File: config.mk
export PLATFORM = sky130hd
export DESIGN_NAME = led_fade_voltage_display_sequencer_flat
export DESIGN_NICKNAME = d
export VERILOG_FILES = /design/src/hw/rtl/lfvds_pkg.sv /design/src/hw/rtl/lfvds_if.sv /design/src/hw/rtl/led_fade_voltage_display_sequencer.sv /design/src/hw/rtl/lfvds_div.sv /design/src/hw/rtl/lfvds_ctrl.sv /design/src/hw/rtl/lfvds_dp.sv /design/src/flat_wrapper.sv
export SDC_FILE = /design/constraint.sdc
export NUM_CORES = 1
export LEC_CHECK = 0
export BUFFER_PORTS_ARGS = -buffer_cell sky130_fd_sc_hd__buf_4
export CAP_MARGIN = 20
export CORE_AREA = 2 2 104 181
export DETAILED_ROUTE_END_ITERATION = 6
export DIE_AREA = 0 0 106 183
export PLACE_DENSITY = 0.84
export SLEW_MARGIN = 20
export SYNTH_ARGS = -nofsm -noshare
export SYNTH_HDL_FRONTEND = slang
export SYNTH_SLANG_ARGS = --single-unit
File: constraint.sdc
create_clock -name clk_i -period 26.6 [get_ports clk_i]
set_input_delay 5.32 -clock clk_i [delete_from_list [all_inputs] [get_ports clk_i]]
set_output_delay 5.32 -clock clk_i [all_outputs]
set_load 0.05 [all_outputs]
File: src/hw/rtl/lfvds_pkg.sv
// ----------------------------------------------------------------------------
// lfvds_pkg
// shared types and constants of the voltage display fade sequencer
// ----------------------------------------------------------------------------
package lfvds_pkg;

  localparam int unsigned BrightW = 8;
  localparam int unsigned CfgW    = 8;
  localparam int unsigned CfgIdxW = 2;
  localparam int unsigned HoldW   = 16;
  localparam int unsigned ActW    = 3;

  // iterative divider: 16-bit dividend, 8-bit divisor
  localparam int unsigned DivNumW = 16;
  localparam int unsigned DivDenW = 8;
  localparam int unsigned DivCntW = $clog2(DivNumW);

  localparam logic [BrightW-1:0] FadeOutStep = 8'd8;
  localparam logic [CfgW-1:0]    ThreshOff   = 8'd255;

  // event codes
  localparam logic [ActW-1:0] ACT_ENTER  = 3'd0;
  localparam logic [ActW-1:0] ACT_LEAVE  = 3'd1;
  localparam logic [ActW-1:0] ACT_TICK   = 3'd2;
  localparam logic [ActW-1:0] ACT_BUTTON = 3'd3;
  localparam logic [ActW-1:0] ACT_SLEEP  = 3'd4;

  // register indexes
  localparam logic [CfgIdxW-1:0] CFG_HOLD_SECONDS   = 2'd0;
  localparam logic [CfgIdxW-1:0] CFG_LAST_LEVEL     = 2'd1;
  localparam logic [CfgIdxW-1:0] CFG_LOW_THRESHOLD  = 2'd2;
  localparam logic [CfgIdxW-1:0] CFG_HIGH_THRESHOLD = 2'd3;

  // divider operand select
  localparam logic DIV_SEL_TARGET = 1'b0;
  localparam logic DIV_SEL_STEP   = 1'b1;

  typedef struct packed {
    logic [ActW-1:0] action;
    logic            sensor_on_other_channel;
    logic            main_fade_busy;
  } in_t;

  typedef struct packed {
    logic [BrightW-1:0] brightness;
    logic               frame_drawn;
    logic               leds_off;
    logic               exit_request;
  } out_t;

  typedef struct packed {
    logic capture;
    logic div_start;
    logic div_sel;
    logic tgt_load;
    logic tgt_from_div;
    logic step_load;
    logic commit;
  } cmd_t;

  typedef struct packed {
    logic fade_tick;
    logic tgt_div;
    logic tgt_gt_b;
    logic div_done;
    logic out_free;
  } sts_t;

endpackage

File: src/hw/rtl/lfvds_if.sv
// ----------------------------------------------------------------------------
// lfvds channel interfaces
// valid/ready channels for events in and frame results out
// ----------------------------------------------------------------------------
interface lfvds_in_if;
  import lfvds_pkg::*;
  logic valid;
  logic ready;
  in_t  data;
  modport source (output valid, output data, input ready);
  modport sink   (input valid, input data, output ready);
endinterface

interface lfvds_out_if;
  import lfvds_pkg::*;
  logic valid;
  logic ready;
  out_t data;
  modport source (output valid, output data, input ready);
  modport sink   (input valid, input data, output ready);
endinterface

File: src/hw/rtl/led_fade_voltage_display_sequencer.sv
// ----------------------------------------------------------------------------
// led_fade_voltage_display_sequencer
// brightness sequencer for the voltage display shown after switching off
// ----------------------------------------------------------------------------
// usage:
//   in_i carries one event per transaction (enter, leave, tick, button,
//   sleep tick); out_o returns exactly one result transaction per event
//   with the frame brightness and the leds_off / exit_request flags.
//   the config port (cfg_we_i, cfg_idx_i, cfg_wdata_i) writes hold time,
//   last ramp level and the two thresholds; write it only while idle.
// sequencing:
//   one event at a time. a non fade-in event passes from accept through
//   decode to the commit state; a fade-in tick runs the shared serial
//   divider up to twice (target scaling, then step size) between decode
//   and commit. a new event is accepted only after the previous one has
//   committed.
// reset:
//   clears phase, brightness and hold count, loads register defaults;
//   no result is pending after reset.
// stall:
//   the result sits in an output register; the next event is accepted and
//   worked on meanwhile, and only its commit waits for the register.
// ----------------------------------------------------------------------------
module led_fade_voltage_display_sequencer #(
  parameter int unsigned RAMP_TOP         = 150,
  parameter int unsigned FADE_IN_DIVISOR  = 5,
  parameter int unsigned WAIT_TICKS       = 16,
  parameter int unsigned TICKS_PER_SECOND = 62
) (
  input  logic                          clk_i,
  input  logic                          rst_ni,
  input  logic                          cfg_we_i,
  input  logic [lfvds_pkg::CfgIdxW-1:0] cfg_idx_i,
  input  logic [lfvds_pkg::CfgW-1:0]    cfg_wdata_i,
  lfvds_in_if.sink                      in_i,
  lfvds_out_if.source                   out_o
);
  import lfvds_pkg::*;

  // command and status between controller and datapath
  cmd_t cmd;
  sts_t sts;
  logic in_ready;

  lfvds_ctrl u_ctrl (
    .clk_i      (clk_i),
    .rst_ni     (rst_ni),
    .in_valid_i (in_i.valid),
    .in_ready_o (in_ready),
    .sts_i      (sts),
    .cmd_o      (cmd)
  );

  lfvds_dp #(
    .RAMP_TOP         (RAMP_TOP),
    .FADE_IN_DIVISOR  (FADE_IN_DIVISOR),
    .WAIT_TICKS       (WAIT_TICKS),
    .TICKS_PER_SECOND (TICKS_PER_SECOND)
  ) u_dp (
    .clk_i       (clk_i),
    .rst_ni      (rst_ni),
    .cfg_we_i    (cfg_we_i),
    .cfg_idx_i   (cfg_idx_i),
    .cfg_wdata_i (cfg_wdata_i),
    .in_data_i   (in_i.data),
    .cmd_i       (cmd),
    .sts_o       (sts),
    .out_valid_o (out_o.valid),
    .out_ready_i (out_o.ready),
    .out_data_o  (out_o.data)
  );

  assign in_i.ready = in_ready;

  // a commit never overwrites a result that is still waiting
  assert property (@(posedge clk_i) disable iff (!rst_ni)
    cmd.commit |-> (!out_o.valid || out_o.ready))
    else $error("commit while result register is held");

  // one event in flight: no accept right after an accept
  assert property (@(posedge clk_i) disable iff (!rst_ni)
    (in_i.valid && in_ready) |=> !in_ready)
    else $error("second event accepted while one is in flight");

  // a committed event shows up as a valid result
  assert property (@(posedge clk_i) disable iff (!rst_ni)
    cmd.commit |=> out_o.valid)
    else $error("committed result not presented");

  // the divider is never restarted while the controller waits on it
  assert property (@(posedge clk_i) disable iff (!rst_ni)
    cmd.div_start |=> !cmd.div_start)
    else $error("divider started twice in a row");

endmodule

File: src/hw/rtl/lfvds_div.sv
// ----------------------------------------------------------------------------
// lfvds_div
// restoring unsigned divider, one quotient bit per cycle
// ----------------------------------------------------------------------------
module lfvds_div (
  input  logic                          clk_i,
  input  logic                          rst_ni,
  input  logic                          start_i,
  input  logic [lfvds_pkg::DivNumW-1:0] num_i,
  input  logic [lfvds_pkg::DivDenW-1:0] den_i,
  output logic [lfvds_pkg::DivNumW-1:0] quo_o,
  output logic                          done_o
);
  import lfvds_pkg::*;

  logic [DivNumW-1:0] quo_q, quo_d;
  logic [DivDenW-1:0] rem_q, rem_d;
  logic [DivDenW-1:0] den_q;
  logic [DivCntW-1:0] cnt_q, cnt_d;
  logic               busy_q, busy_d;
  logic               done_q, done_d;
  logic [DivDenW:0]   shifted;
  logic               fits;

  always_comb begin
    shifted = {rem_q, quo_q[DivNumW-1]};
    fits    = shifted >= {1'b0, den_q};
    quo_d   = quo_q;
    rem_d   = rem_q;
    cnt_d   = cnt_q;
    busy_d  = busy_q;
    done_d  = 1'b0;
    if (start_i) begin
      quo_d  = num_i;
      rem_d  = '0;
      cnt_d  = '0;
      busy_d = 1'b1;
    end else if (busy_q) begin
      quo_d = {quo_q[DivNumW-2:0], fits};
      rem_d = fits ? DivDenW'(shifted - {1'b0, den_q}) : shifted[DivDenW-1:0];
      cnt_d = cnt_q + 1'b1;
      if (cnt_q == DivCntW'(DivNumW - 1)) begin
        busy_d = 1'b0;
        done_d = 1'b1;
      end
    end
  end

  always_ff @(posedge clk_i or negedge rst_ni) begin
    if (!rst_ni) begin
      cnt_q  <= '0;
      busy_q <= 1'b0;
      done_q <= 1'b0;
    end else begin
      cnt_q  <= cnt_d;
      busy_q <= busy_d;
      done_q <= done_d;
    end
  end

  always_ff @(posedge clk_i) begin
    quo_q <= quo_d;
    rem_q <= rem_d;
    if (start_i) begin
      den_q <= den_i;
    end
  end

  assign quo_o  = quo_q;
  assign done_o = done_q;

endmodule

File: src/hw/rtl/lfvds_ctrl.sv
// ----------------------------------------------------------------------------
// lfvds_ctrl
// sequencing of one event: decode, target divide, step divide, commit
// ----------------------------------------------------------------------------
module lfvds_ctrl (
  input  logic                clk_i,
  input  logic                rst_ni,
  input  logic                in_valid_i,
  output logic                in_ready_o,
  input  lfvds_pkg::sts_t     sts_i,
  output lfvds_pkg::cmd_t     cmd_o
);
  import lfvds_pkg::*;

  localparam logic [2:0] S_IDLE = 3'd0;
  localparam logic [2:0] S_DEC  = 3'd1;
  localparam logic [2:0] S_TGT  = 3'd2;
  localparam logic [2:0] S_CMP  = 3'd3;
  localparam logic [2:0] S_STEP = 3'd4;
  localparam logic [2:0] S_FIN  = 3'd5;

  logic [2:0] state_q, state_d;

  always_comb begin
    state_d = state_q;
    cmd_o   = '0;
    unique case (state_q)
      S_IDLE: begin
        if (in_valid_i) begin
          cmd_o.capture = 1'b1;
          state_d       = S_DEC;
        end
      end
      S_DEC: begin
        if (sts_i.fade_tick && sts_i.tgt_div) begin
          cmd_o.div_start = 1'b1;
          cmd_o.div_sel   = DIV_SEL_TARGET;
          state_d         = S_TGT;
        end else if (sts_i.fade_tick) begin
          cmd_o.tgt_load = 1'b1;
          state_d        = S_CMP;
        end else begin
          state_d = S_FIN;
        end
      end
      S_TGT: begin
        if (sts_i.div_done) begin
          cmd_o.tgt_load     = 1'b1;
          cmd_o.tgt_from_div = 1'b1;
          state_d            = S_CMP;
        end
      end
      S_CMP: begin
        if (sts_i.tgt_gt_b) begin
          cmd_o.div_start = 1'b1;
          cmd_o.div_sel   = DIV_SEL_STEP;
          state_d         = S_STEP;
        end else begin
          state_d = S_FIN;
        end
      end
      S_STEP: begin
        if (sts_i.div_done) begin
          cmd_o.step_load = 1'b1;
          state_d         = S_FIN;
        end
      end
      S_FIN: begin
        if (sts_i.out_free) begin
          cmd_o.commit = 1'b1;
          state_d      = S_IDLE;
        end
      end
      default: state_d = S_IDLE;
    endcase
  end

  always_ff @(posedge clk_i or negedge rst_ni) begin
    if (!rst_ni) begin
      state_q <= S_IDLE;
    end else begin
      state_q <= state_d;
    end
  end

  assign in_ready_o = (state_q == S_IDLE);

endmodule

File: src/hw/rtl/lfvds_dp.sv
// ----------------------------------------------------------------------------
// lfvds_dp
// config registers, sequencer state, target and step math, result register
// ----------------------------------------------------------------------------
module lfvds_dp #(
  parameter int unsigned RAMP_TOP         = 150,
  parameter int unsigned FADE_IN_DIVISOR  = 5,
  parameter int unsigned WAIT_TICKS       = 16,
  parameter int unsigned TICKS_PER_SECOND = 62
) (
  input  logic                          clk_i,
  input  logic                          rst_ni,
  input  logic                          cfg_we_i,
  input  logic [lfvds_pkg::CfgIdxW-1:0] cfg_idx_i,
  input  logic [lfvds_pkg::CfgW-1:0]    cfg_wdata_i,
  input  lfvds_pkg::in_t                in_data_i,
  input  lfvds_pkg::cmd_t               cmd_i,
  output lfvds_pkg::sts_t               sts_o,
  output logic                          out_valid_o,
  input  logic                          out_ready_i,
  output lfvds_pkg::out_t               out_data_o
);
  import lfvds_pkg::*;

  localparam int unsigned PhaseW = $clog2(WAIT_TICKS + 4);
  localparam logic [PhaseW-1:0] PhFadeIn  = PhaseW'(WAIT_TICKS);
  localparam logic [PhaseW-1:0] PhHold    = PhaseW'(WAIT_TICKS + 1);
  localparam logic [PhaseW-1:0] PhFadeOut = PhaseW'(WAIT_TICKS + 2);

  // config
  logic [CfgW-1:0] hold_seconds_q, last_level_q, low_threshold_q, high_threshold_q;

  // sequencer state
  logic [PhaseW-1:0]  phase_q, phase_d;
  logic [BrightW-1:0] bright_q, bright_d;
  logic [HoldW-1:0]   hold_q, hold_d;

  // per-event working registers
  in_t                ev_q;
  logic [BrightW-1:0] target_q;
  logic [BrightW-1:0] step_q;
  out_t               out_q, out_d;
  logic               out_valid_q;

  // target math
  logic [CfgW-1:0]    hi, lo;
  logic [BrightW-1:0] tgt_direct;
  logic               tgt_div;
  logic [DivNumW-1:0] div_num;
  logic [DivDenW-1:0] div_den;
  logic [DivNumW-1:0] div_quo;
  logic               div_done;
  logic               is_done;
  logic [BrightW-1:0] step_eff;
  logic [HoldW-1:0]   hold_dec;

  always_comb begin
    hi = (high_threshold_q == ThreshOff) ? ThreshOff : high_threshold_q + 8'd1;
    lo = (low_threshold_q < hi) ? low_threshold_q : hi - 8'd1;
    tgt_div = 1'b0;
    if (last_level_q == '0 || last_level_q < lo) begin
      tgt_direct = '0;
    end else if (last_level_q < hi) begin
      tgt_direct = '0;
      tgt_div    = 1'b1;
    end else begin
      tgt_direct = BrightW'(RAMP_TOP);
    end
  end

  // divider operands; the product is registered at divider start
  always_comb begin
    if (cmd_i.div_sel == DIV_SEL_STEP) begin
      div_num = DivNumW'(target_q - bright_q);
      div_den = DivDenW'(FADE_IN_DIVISOR);
    end else begin
      div_num = DivNumW'(RAMP_TOP) * DivNumW'(last_level_q - lo);
      div_den = hi - lo;
    end
  end

  lfvds_div u_div (
    .clk_i   (clk_i),
    .rst_ni  (rst_ni),
    .start_i (cmd_i.div_start),
    .num_i   (div_num),
    .den_i   (div_den),
    .quo_o   (div_quo),
    .done_o  (div_done)
  );

  assign is_done = phase_q > PhFadeOut;

  always_comb begin
    sts_o.fade_tick = (ev_q.action == ACT_TICK) && !is_done && !ev_q.main_fade_busy &&
                      !ev_q.sensor_on_other_channel && (phase_q == PhFadeIn);
    sts_o.tgt_div   = tgt_div;
    sts_o.tgt_gt_b  = target_q > bright_q;
    sts_o.div_done  = div_done;
    sts_o.out_free  = !out_valid_q || out_ready_i;
  end

  // state update and result of the captured event
  always_comb begin
    step_eff = (step_q == '0) ? BrightW'(1) : step_q;
    hold_dec = (hold_q != '0) ? hold_q - 1'b1 : hold_q;
    phase_d  = phase_q;
    bright_d = bright_q;
    hold_d   = hold_q;
    out_d    = '0;
    if (ev_q.action == ACT_ENTER) begin
      phase_d  = '0;
      bright_d = '0;
      hold_d   = HoldW'(hold_seconds_q) * HoldW'(TICKS_PER_SECOND);
    end else if (ev_q.action == ACT_LEAVE) begin
      out_d.leds_off = 1'b1;
    end else if (ev_q.action == ACT_BUTTON || ev_q.action == ACT_SLEEP || is_done) begin
      out_d.exit_request = 1'b1;
    end else if (!ev_q.main_fade_busy && ev_q.action == ACT_TICK &&
                 !ev_q.sensor_on_other_channel) begin
      if (phase_q < PhFadeIn) begin
        phase_d = phase_q + 1'b1;
      end else if (phase_q == PhFadeIn) begin
        if (target_q > bright_q) begin
          bright_d = bright_q + step_eff;
        end else begin
          phase_d = phase_q + 1'b1;
        end
      end else if (phase_q == PhHold) begin
        hold_d = hold_dec;
        if (hold_dec == '0) begin
          phase_d = phase_q + 1'b1;
        end
      end else begin
        if (bright_q > FadeOutStep) begin
          bright_d = bright_q - FadeOutStep;
        end else begin
          bright_d = '0;
          phase_d  = phase_q + 1'b1;
        end
      end
      out_d.brightness  = bright_d;
      out_d.frame_drawn = 1'b1;
    end
  end

  always_ff @(posedge clk_i or negedge rst_ni) begin
    if (!rst_ni) begin
      hold_seconds_q   <= 8'd4;
      last_level_q     <= '0;
      low_threshold_q  <= '0;
      high_threshold_q <= ThreshOff;
      phase_q          <= '0;
      bright_q         <= '0;
      hold_q           <= '0;
      out_valid_q      <= 1'b0;
    end else begin
      if (cfg_we_i) begin
        unique case (cfg_idx_i)
          CFG_HOLD_SECONDS:   hold_seconds_q   <= cfg_wdata_i;
          CFG_LAST_LEVEL:     last_level_q     <= cfg_wdata_i;
          CFG_LOW_THRESHOLD:  low_threshold_q  <= cfg_wdata_i;
          CFG_HIGH_THRESHOLD: high_threshold_q <= cfg_wdata_i;
          default: ;
        endcase
      end
      if (cmd_i.commit) begin
        phase_q     <= phase_d;
        bright_q    <= bright_d;
        hold_q      <= hold_d;
        out_valid_q <= 1'b1;
      end else if (out_ready_i) begin
        out_valid_q <= 1'b0;
      end
    end
  end

  always_ff @(posedge clk_i) begin
    if (cmd_i.capture) begin
      ev_q <= in_data_i;
    end
    if (cmd_i.tgt_load) begin
      target_q <= cmd_i.tgt_from_div ? div_quo[BrightW-1:0] : tgt_direct;
    end
    if (cmd_i.step_load) begin
      step_q <= div_quo[BrightW-1:0];
    end
    if (cmd_i.commit) begin
      out_q <= out_d;
    end
  end

  assign out_valid_o = out_valid_q;
  assign out_data_o  = out_q;

endmodule

File: src/flat_wrapper.sv
// flat-port wrapper written by rule: the top's interface ports become plain ports
module led_fade_voltage_display_sequencer_flat import lfvds_pkg::*;
#(
  parameter int unsigned RAMP_TOP         = 150,
  parameter int unsigned FADE_IN_DIVISOR  = 5,
  parameter int unsigned WAIT_TICKS       = 16,
  parameter int unsigned TICKS_PER_SECOND = 62
)
  (clk_i, rst_ni, cfg_we_i, cfg_idx_i, cfg_wdata_i, in_i_valid, in_i_data, in_i_ready, out_o_valid, out_o_data, out_o_ready);
  lfvds_in_if in_i_i ();
  lfvds_out_if out_o_i ();
  input  logic clk_i;
  input  logic rst_ni;
  input  logic cfg_we_i;
  input  logic [lfvds_pkg::CfgIdxW-1:0] cfg_idx_i;
  input  logic [lfvds_pkg::CfgW-1:0] cfg_wdata_i;
  input wire logic [$bits(in_i_i.valid)-1:0] in_i_valid;
  input wire logic [$bits(in_i_i.data)-1:0] in_i_data;
  output wire logic [$bits(in_i_i.ready)-1:0] in_i_ready;
  output wire logic [$bits(out_o_i.valid)-1:0] out_o_valid;
  output wire logic [$bits(out_o_i.data)-1:0] out_o_data;
  input wire logic [$bits(out_o_i.ready)-1:0] out_o_ready;
  assign in_i_i.valid = in_i_valid;
  assign in_i_i.data = in_i_data;
  assign in_i_ready = in_i_i.ready;
  assign out_o_valid = out_o_i.valid;
  assign out_o_data = out_o_i.data;
  assign out_o_i.ready = out_o_ready;
  led_fade_voltage_display_sequencer #(.RAMP_TOP(RAMP_TOP), .FADE_IN_DIVISOR(FADE_IN_DIVISOR), .WAIT_TICKS(WAIT_TICKS), .TICKS_PER_SECOND(TICKS_PER_SECOND)) u_core (.clk_i(clk_i), .rst_ni(rst_ni), .cfg_we_i(cfg_we_i), .cfg_idx_i(cfg_idx_i), .cfg_wdata_i(cfg_wdata_i), .in_i(in_i_i), .out_o(out_o_i));
endmodule
**Word-level counts from Yosys, hierarchy flattened**

Index checks and enable logic that the tools add are counted.

- Register bits after elaboration: 135
- Output and inout port bits: 13

- Add/subtract/negate cells: 11
- Multipliers: 2
- Order comparisons: 8
- Equal/unequal tests: 27
- Mux-type cells: 74
- Bitwise gates (word level): 1
- Reduce and logical (&&, ||, !) cells: 37

Operators with widths:

| operator | number |
|---|---|
| 16-bit two-way mux | 11 |
| 8-bit two-way mux | 16 |
| 5-bit two-way mux | 10 |
| 8-bit less-than comparator | 3 |
| 1-bit two-way mux | 23 |
| 3-bit two-way mux | 6 |
| 3-bit case mux with 6 select lines | 1 |
| 8-bit by 8-bit subtractor with 9-bit output | 2 |
| 16-bit zero test | 1 |
| 8-bit zero test | 2 |
| 7-bit by 16-bit multiplier with 15-bit output (first input constant) | 1 |
| 16-bit nonzero test | 1 |
| 16-bit by 1-bit subtractor with 16-bit output (second input constant) | 1 |
| 8-bit subtractor | 2 |
| 7-bit AND reduction | 2 |
| 8-bit by 5-bit multiplier with 13-bit output (second input constant) | 1 |
| 3-bit by 2-bit equality test with 1-bit output (second input constant) | 4 |
| 2-bit inequality test (second input constant) | 6 |
| 5-bit equality test (second input constant) | 2 |
| 3-bit equality test (second input constant) | 3 |
| 9-bit by 8-bit >= comparator with 1-bit output | 1 |
| 8-bit by 1-bit adder with 8-bit output (second input constant) | 1 |
| 8-bit adder | 1 |
| 8-bit equality test (second input constant) | 1 |
| 32 further kinds | 58 |

**Depth between registers and ports, before layout**

Gate-level depths: netlist of the first run.

- Depth after elaboration: 12
- Depth in mapped cells: 39
- Mapped depth without buffers: 38

**Modules after synthesis**

From an unflattened synthesis of the first run, not the netlist that was laid out.

- Cells, all modules: 1,208
- Area, all modules: 11,429.7 um^2

Modules (own cells, without submodules):

| module | instances | cells an instance | area an instance (um^2) | seq. area each (um^2) |
|---|---|---|---|---|
| lfvds_dp | 1 | 997 | 9,146.3 | 2,523.7 |
| lfvds_div | 1 | 177 | 1,996.9 | 1,031.0 |
| lfvds_ctrl | 1 | 34 | 286.5 | 75.1 |

**Least setup slack after synthesis of the first run**

OpenSTA, ideal clock, no wires.

- Path kind: register -> register
- From: register u_core.u_dp.high_threshold_q[0]
- To: register u_core.u_dp.u_div.quo_q[15] (netlist: u_core.u_dp.u_div.quo_o[15]), data pin
- Library setup time: 0.259 ns
- Arrival time: 8.274 ns
- Required time: 26.341 ns
- Slack: 18.067 ns
- Stages on the path, launching flop included: 37
- Path through: dfstp_2 > ha_1 > and3_2 > nand2_1 > nand2_1 > mux2i_1 > ha_1 > nand2_1 > a2111oi_2 > a2111oi_4 > o21ai_2 > buf_4 > mux2i_1 > xnor2_1 > ha_1 > a21o_1 > maj3_2 > maj3_2 > maj3_2 > o21ai_4 > o21bai_1 > a21o_1 > inv_1 > ha_1 > ha_1 > fa_1 > inv_1 > fa_1 > inv_1 > ha_1 > a21boi_0 > o21a_1 > o21a_1 > o41ai_1 > xnor2_1 > xor2_1 > a21oi_1

- Longest elaborated chain between the ends: 11
- Elaborated cells on any way between the ends: 18

Ends and longest elaborated chain:

| what | line | text |
|---|---|---|
| from (decl) | lfvds_dp.sv:31 | `logic [CfgW-1:0] hold_seconds_q, last_level_q, low_threshold_q, high_threshold_q;` |
| from (signal assigned) | lfvds_dp.sv:152 | `high_threshold_q <= ThreshOff;` |
| from (signal assigned) | lfvds_dp.sv:163 | `CFG_HIGH_THRESHOLD: high_threshold_q <= cfg_wdata_i;` |
| 8-bit by 1-bit adder with 8-bit output or 8-bit equality test (tied branches) | lfvds_dp.sv:58 | `hi = (high_threshold_q == ThreshOff) ? ThreshOff : high_threshold_q + 8'd1;` |
| 8-bit two-way mux (*) | lfvds_dp.sv:58 |  |
| parallel branches: the longest is 8 deep, another holds 7-bit by 16-bit multiplier with 15-bit output | -- |  |
| 16-bit two-way mux (*) | lfvds_div.sv:33 | `if (start_i) begin` |
| via u_core.u_dp.u_div.quo_d[15] | lfvds_div.sv:16 | `logic [DivNumW-1:0] quo_q, quo_d;` |
| to (signal assigned) | lfvds_div.sv:62 | `quo_q <= quo_d;` |
| to (decl) | lfvds_div.sv:16 |  |

Mark *: on every way through the listed nets, which the timed path passes.
A chain may end at the register's enable or synchronous reset.

**Worst setup path in the final report of the first run**

Ends and elaborated chain as after synthesis.

==> results of run 1 <==
state kept, by name, indices dropped and copies added (netlist names), 8 cells and up:
name and cells:
u_core.u_dp.high_threshold_q 8, u_core.u_dp.out_data_o 11, u_core.u_dp.bright_q 8, u_core.u_dp.hold_q 16, u_core.u_dp.u_div.quo_o 16, u_core.u_dp.step_q 8
u_core.u_dp.hold_seconds_q 8, u_core.u_dp.u_div.rem_q 8, u_core.u_dp.low_threshold_q 8, u_core.u_dp.u_div.den_q 8, u_core.u_dp.last_level_q 8, u_core.u_dp.target_q 8
worst register-to-register path, delay by kind of cell, from the launching register on:
family                     cells  cell delay (ps)
xor gates and xnor gates       3              450
adders and majority gates     11             3600
and+or+nand+nor                4              660
buffers and inverters          3              260
DFF                            1              400
muxes                          2              990
AOI/OAI and AO/OA             12             2810
routing by layer:
layer	global-route usage, %	up-vias
met5	0	-
met4	16.7	0
met3	3.80	92
met2	51.8	245
met1	27.7	4097
li1	-	4003
per-stage QoR:
stage          hold slack [ps]  cell area [sq um]
3_3_place_gp               437              11100
5_1_grt                    476              11700
2_1_floorplan              426              10600
4_1_cts                    459              11700
3_5_place_dp               446              11100
6_report                   461              11700
worst paths after layout:
path | slack [ps] | from | end | depth (start not counted)
max in group asynchronous | 20940 | rst_ni | u_core.u_dp.u_div.busy_q | 1
min in group asynchronous | 5050 | rst_ni | u_core.u_dp.out_valid_o | 1
max reg2reg | 17160 | u_core.u_dp.high_threshold_q[0] | u_core.u_dp.u_div.quo_o[15] | 35
min | 460 | u_core.u_dp.u_div.quo_o[0] | u_core.u_dp.step_q[0] | 0
max | 17160 | u_core.u_dp.high_threshold_q[0] | u_core.u_dp.u_div.quo_o[15] | 35
min reg2reg | 460 | u_core.u_dp.u_div.quo_o[0] | u_core.u_dp.step_q[0] | 0
cells by family after synthesis:
kind of cell	share of synthesized area, %
and+or+nand+nor	15.3
AOI/OAI and AO/OA	15.4
adders and majority gates	18.9
buffers and inverters	5.05
DFF	34.2
xor gates and xnor gates	6.03
muxes	5.05
placed cells by master (no fill, tap or decap), types with 9 or more instances in the layout:
cell type,n
edfxtp_1,56
inv_1,97
nand3_1,19
or3_1,12
and2_1,11
fa_1,31
nor2_1,96
dfstp_2,9
xor2_1,17
nor2b_1,16
o21bai_1,10
nor3_1,24
mux2i_1,16
dfrtp_1,62
nand2_1,99
a21o_1,22
clkbuf_16,17
a21oi_1,74
mux2_2,32
xnor2_1,56
ha_1,102
nand2b_1,11
buf_4,41
o21ai_0,62
area by class of cell:
class,count,area (sq um),share of cell area (%)
clock buffers,17,425,3.64
repair buffers,41,308,2.63
flip-flops and latches,135,3630,31.0
well taps,234,293,2.50
multi-input cells,855,6460,55.2
inverters,97,364,3.11
clock inverters,15,224,1.91
==> qor.csv, run 1 <==
metric,value,unit
cts_setup_buffers,0,
synth_nets,1279,
layout_setup_ws,17160,ps
via_per_inst,6.05,
initial_core_util,59.0,%
setup_tns,0,ps
die_w,106,um
netlist_area,10600,sq um
synth_common_cells,"ha_1 (102), nand2_1 (99), inv_1 (97)",
ys_ff_latch,135,
tightest_slew,965,ps
wl_met1,9.03,mm
design.final.nets,1300,
yosysWarningCount,0,
die_h,183,um
synth_top_cell_by_area,edfxtp_1,
routed_wl,25.2,mm
diodes,0,
outcome,"complete, no violations",
cap_viol_max_count,0,
numCtsBuffers,17,
grt_start_max_net_pins,72,
firstDrtPassIters,5,
ys_seq_area_share,34.2,%
io_buffer_count,32,
avgRoutedWirePerCell,18.1,um
end_kind,flop,
coreArea,18000,sq um
synth_edf_count,56,
cts_tree,yes,
path_buf_inv,3,
htreeDepth,4,
yosysUniqueCellTypes,79,
yosys.cell_count.top_type,ha_1,
place_congestion,0.981,
overflow,0,
criticalPathCategory,flop to flop,
cpPeakStageDelay,590,ps
postRouteAntennaNets,0,
grt.total_usage,27.3,%
drt-initial-drc-count,514,
synth_top_area_share,15.9,%
grt_pass1_vias,8689,
io_pins,33,
crit_required,26770,ps
final_util,65.1,%
synthFlopType,dfrtp_1,
drive_gt1_share,12.8,%
clk_pin_slew,60,ps
routed.top_layer,met4,
clk_latency,430,ps
fill_cells,1388,
num_vias,8437,
crit_arrival,9600,ps
area_growth,10.3,%
cpLargestDelayFamily,adder cells,
cts.path.max_buffers,2,
slowest_stage,mux2i_1,
startpoint_type,flop,
cts_root_buf,clkbuf_16,
synth_area_leaders,"edfxtp_1 (16%), dfrtp_1 (15%), ha_1 (12%), fa_1 (5.9%), xnor2_1 (4.6%)",
hold_buffers,0,
grt_pass1_wl,41.6,mm
fin_crit_sh,35.5,%
async_reset_ff_share,52.6,%
hpwl,19.1,mm
dieArea,19400,sq um
finalNonFillerCells,1394,
pre_cts_slack,17330,ps
finClkSkew,7.87,ps
hold_viol,0,
rsz0062_at_grt,false,
postSynthAreaPerCell,9.42,sq um
worst-path-max-fanout,12,
hp-class,flop to flop,
finalSetupViolCount,0,
placed_cells,1362,
slew_headroom,35.7,%
clkSinkCount,135,
fmax,0.106,GHz
cts.repair.resized,0,
slew_violations,0,
antenna_found_initial,0,
synthCells,1126,
rows,65,
wl_met2,14.0,mm
wl_met3,825,um
min_period,9440,ps
path_common_cell,ha_1,
drc,0,
Power of run 1 is not shown: default switching activity piles up to over one toggle a cycle in this logic, so the estimate is an artifact.
==> inputs of run 2 (changes only) <==
- clock period: 26.6 -> 9.5 ns (I/O delays scaled with it)
==> run 2 against run 1 <==
- clock-buffer cell count did not move
- first-iteration DRC count up 6.8%
- worst setup slack got worse by 17000 ps
- global-route usage increased by 0.089 points
- flip-flop and latch count unchanged
- cell area up 0.39%
- utilization grew 0.25 points
- wire length is 0.79% higher
- via count rose by 1.5%
- critical path depth up 1
- highest routed layer unchanged
- cell count is 0.14% higher
==> qor.csv, run 2 (synthesis results as in run 1) <==
metric,value,unit
hold_depth,2,
postRouteAntennaNets,0,
placed_cells,1364,
die_w,106,um
finClkSkew,8.48,ps
worst-path-max-fanout,8,
criticalPathCategory,flop to flop,
wl_met2,14.2,mm
coreArea,18000,sq um
diodes,0,
routed_wl,25.4,mm
fmax,0.111,GHz
drc,0,
tightest_slew,1000,ps
initial_core_util,59.0,%
drt-initial-drc-count,549,
fin_crit_sh,94.7,%
r2r_setup_slack,510,ps
numCtsBuffers,17,
crit_required,9670,ps
outcome,"complete, no violations",
die_h,183,um
startpoint_type,flop,
final_util,65.4,%
setup_tns,0,ps
ff2ff_path_depth,36,
min-delay-start,u_core.u_dp.u_div.rem_q[7],
cts_tree,yes,
htreeDepth,4,
cpPeakStageDelay,590,ps
slew_headroom,33.3,%
clk_pin_slew,60,ps
rsz0062_at_grt,false,
slew_violations,0,
hold_slack,459,ps
wl_met3,987,um
finalSetupViolCount,0,
area_growth,10.7,%
clkSinkCount,135,
whs_endpoint,u_core.u_dp.u_div.rem_q[7],
finalNonFillerCells,1396,
crit_start,u_core.u_dp.high_threshold_q[0],
slowest_stage,dfstp_2,
grt_pass1_wl,42.1,mm
dieArea,19400,sq um
firstDrtPassIters,6,
io_buffer_count,32,
mostFrequentLayoutCell,ha_1,
final_cell_mix,"ha_1 (102), nand2_1 (99), inv_1 (97)",
hold_buffers,0,
num_vias,8564,
cap_viol_max_count,0,
grt.total_usage,27.4,%
cts_root_buf,clkbuf_16,
hp-class,flop to flop,
cts.path.max_buffers,2,
grt_pass1_vias,8859,
grt_start_max_net_pins,72,
fill_cells,1349,
via_per_inst,6.13,
crit_arrival,9170,ps
clk_latency,430,ps
design.final.nets,1302,
min_period,8990,ps
routed.top_layer,met4,
drive_gt1_share,13.2,%
timing.rr.start,u_core.u_dp.high_threshold_q[0],
rows,65,
place_congestion,0.968,
io_pins,33,
path_common_cell,ha_1,
overflow,0,
end_kind,flop,
avgRoutedWirePerCell,18.2,um
hold_viol,0,
timing.rr.end,u_core.u_dp.u_div.quo_o[15],
wl_met1,8.69,mm
hpwl,19.0,mm
antenna_found_initial,0,
## run 2: cell type report
cell class                      count  area, sq um  share of cell area, %
Timing Repair Buffer               43          323                   2.75
Clock buffer                       17          425                   3.62
Sequential cell                   135         3630                   30.9
Multi-Input combinational cell    855         6470                   55.1
Clock inverter                     15          238                   2.02
Tap cell                          234          293                   2.49
Inverter                           97          364                   3.10
## run 2: worst max-delay path: cells and delay by family (launching register included)
| family | cells | cell delay (ps) |
|---|---|---|
| xor+xnor | 3 | 600 |
| buf+inv | 3 | 140 |
| fa+ha+maj | 12 | 3820 |
| simple gates | 4 | 640 |
| flops | 1 | 590 |
| compound gates | 12 | 2580 |
| mux | 2 | 350 |
## run 2: metrics by stage
stage	setup WS [ps]	instance area [sq um]
5_1_grt	13.0	11700
6_report	508	11700
3_5_place_dp	335	11100
2_1_floorplan	967	10600
4_1_cts	274	11700
3_3_place_gp	534	11100
## run 2: worst max path at each step
stage	slack (ps)	end
final	510	u_core.u_dp.u_div.quo_o[15]
after global placement	530	u_core.u_dp.u_div.quo_o[15]
after global routing	10	u_core.u_dp.u_div.quo_o[15]
after CTS	270	u_core.u_dp.u_div.quo_o[15]
after detailed placement	340	u_core.u_dp.u_div.quo_o[15]
after floorplan	970	u_core.u_dp.u_div.quo_o[15]
## run 2: metal layers
metal  global-route usage [%]  up-vias
li1                         -     4022
met1                     26.7     4137
met2                     53.2      290
met3                     4.30      115
met4                     16.3        0
met5                        0        -
## run 2: repair_timing
| item | 4_1_cts | 5_1_grt |
|---|---|---|
| endpoints found under the setup margin | 0 | 3 |
| buffers inserted | 0 | 0 |
| gates resized for setup | 0 | 3 |
Power of run 2 is left out for the same reason.
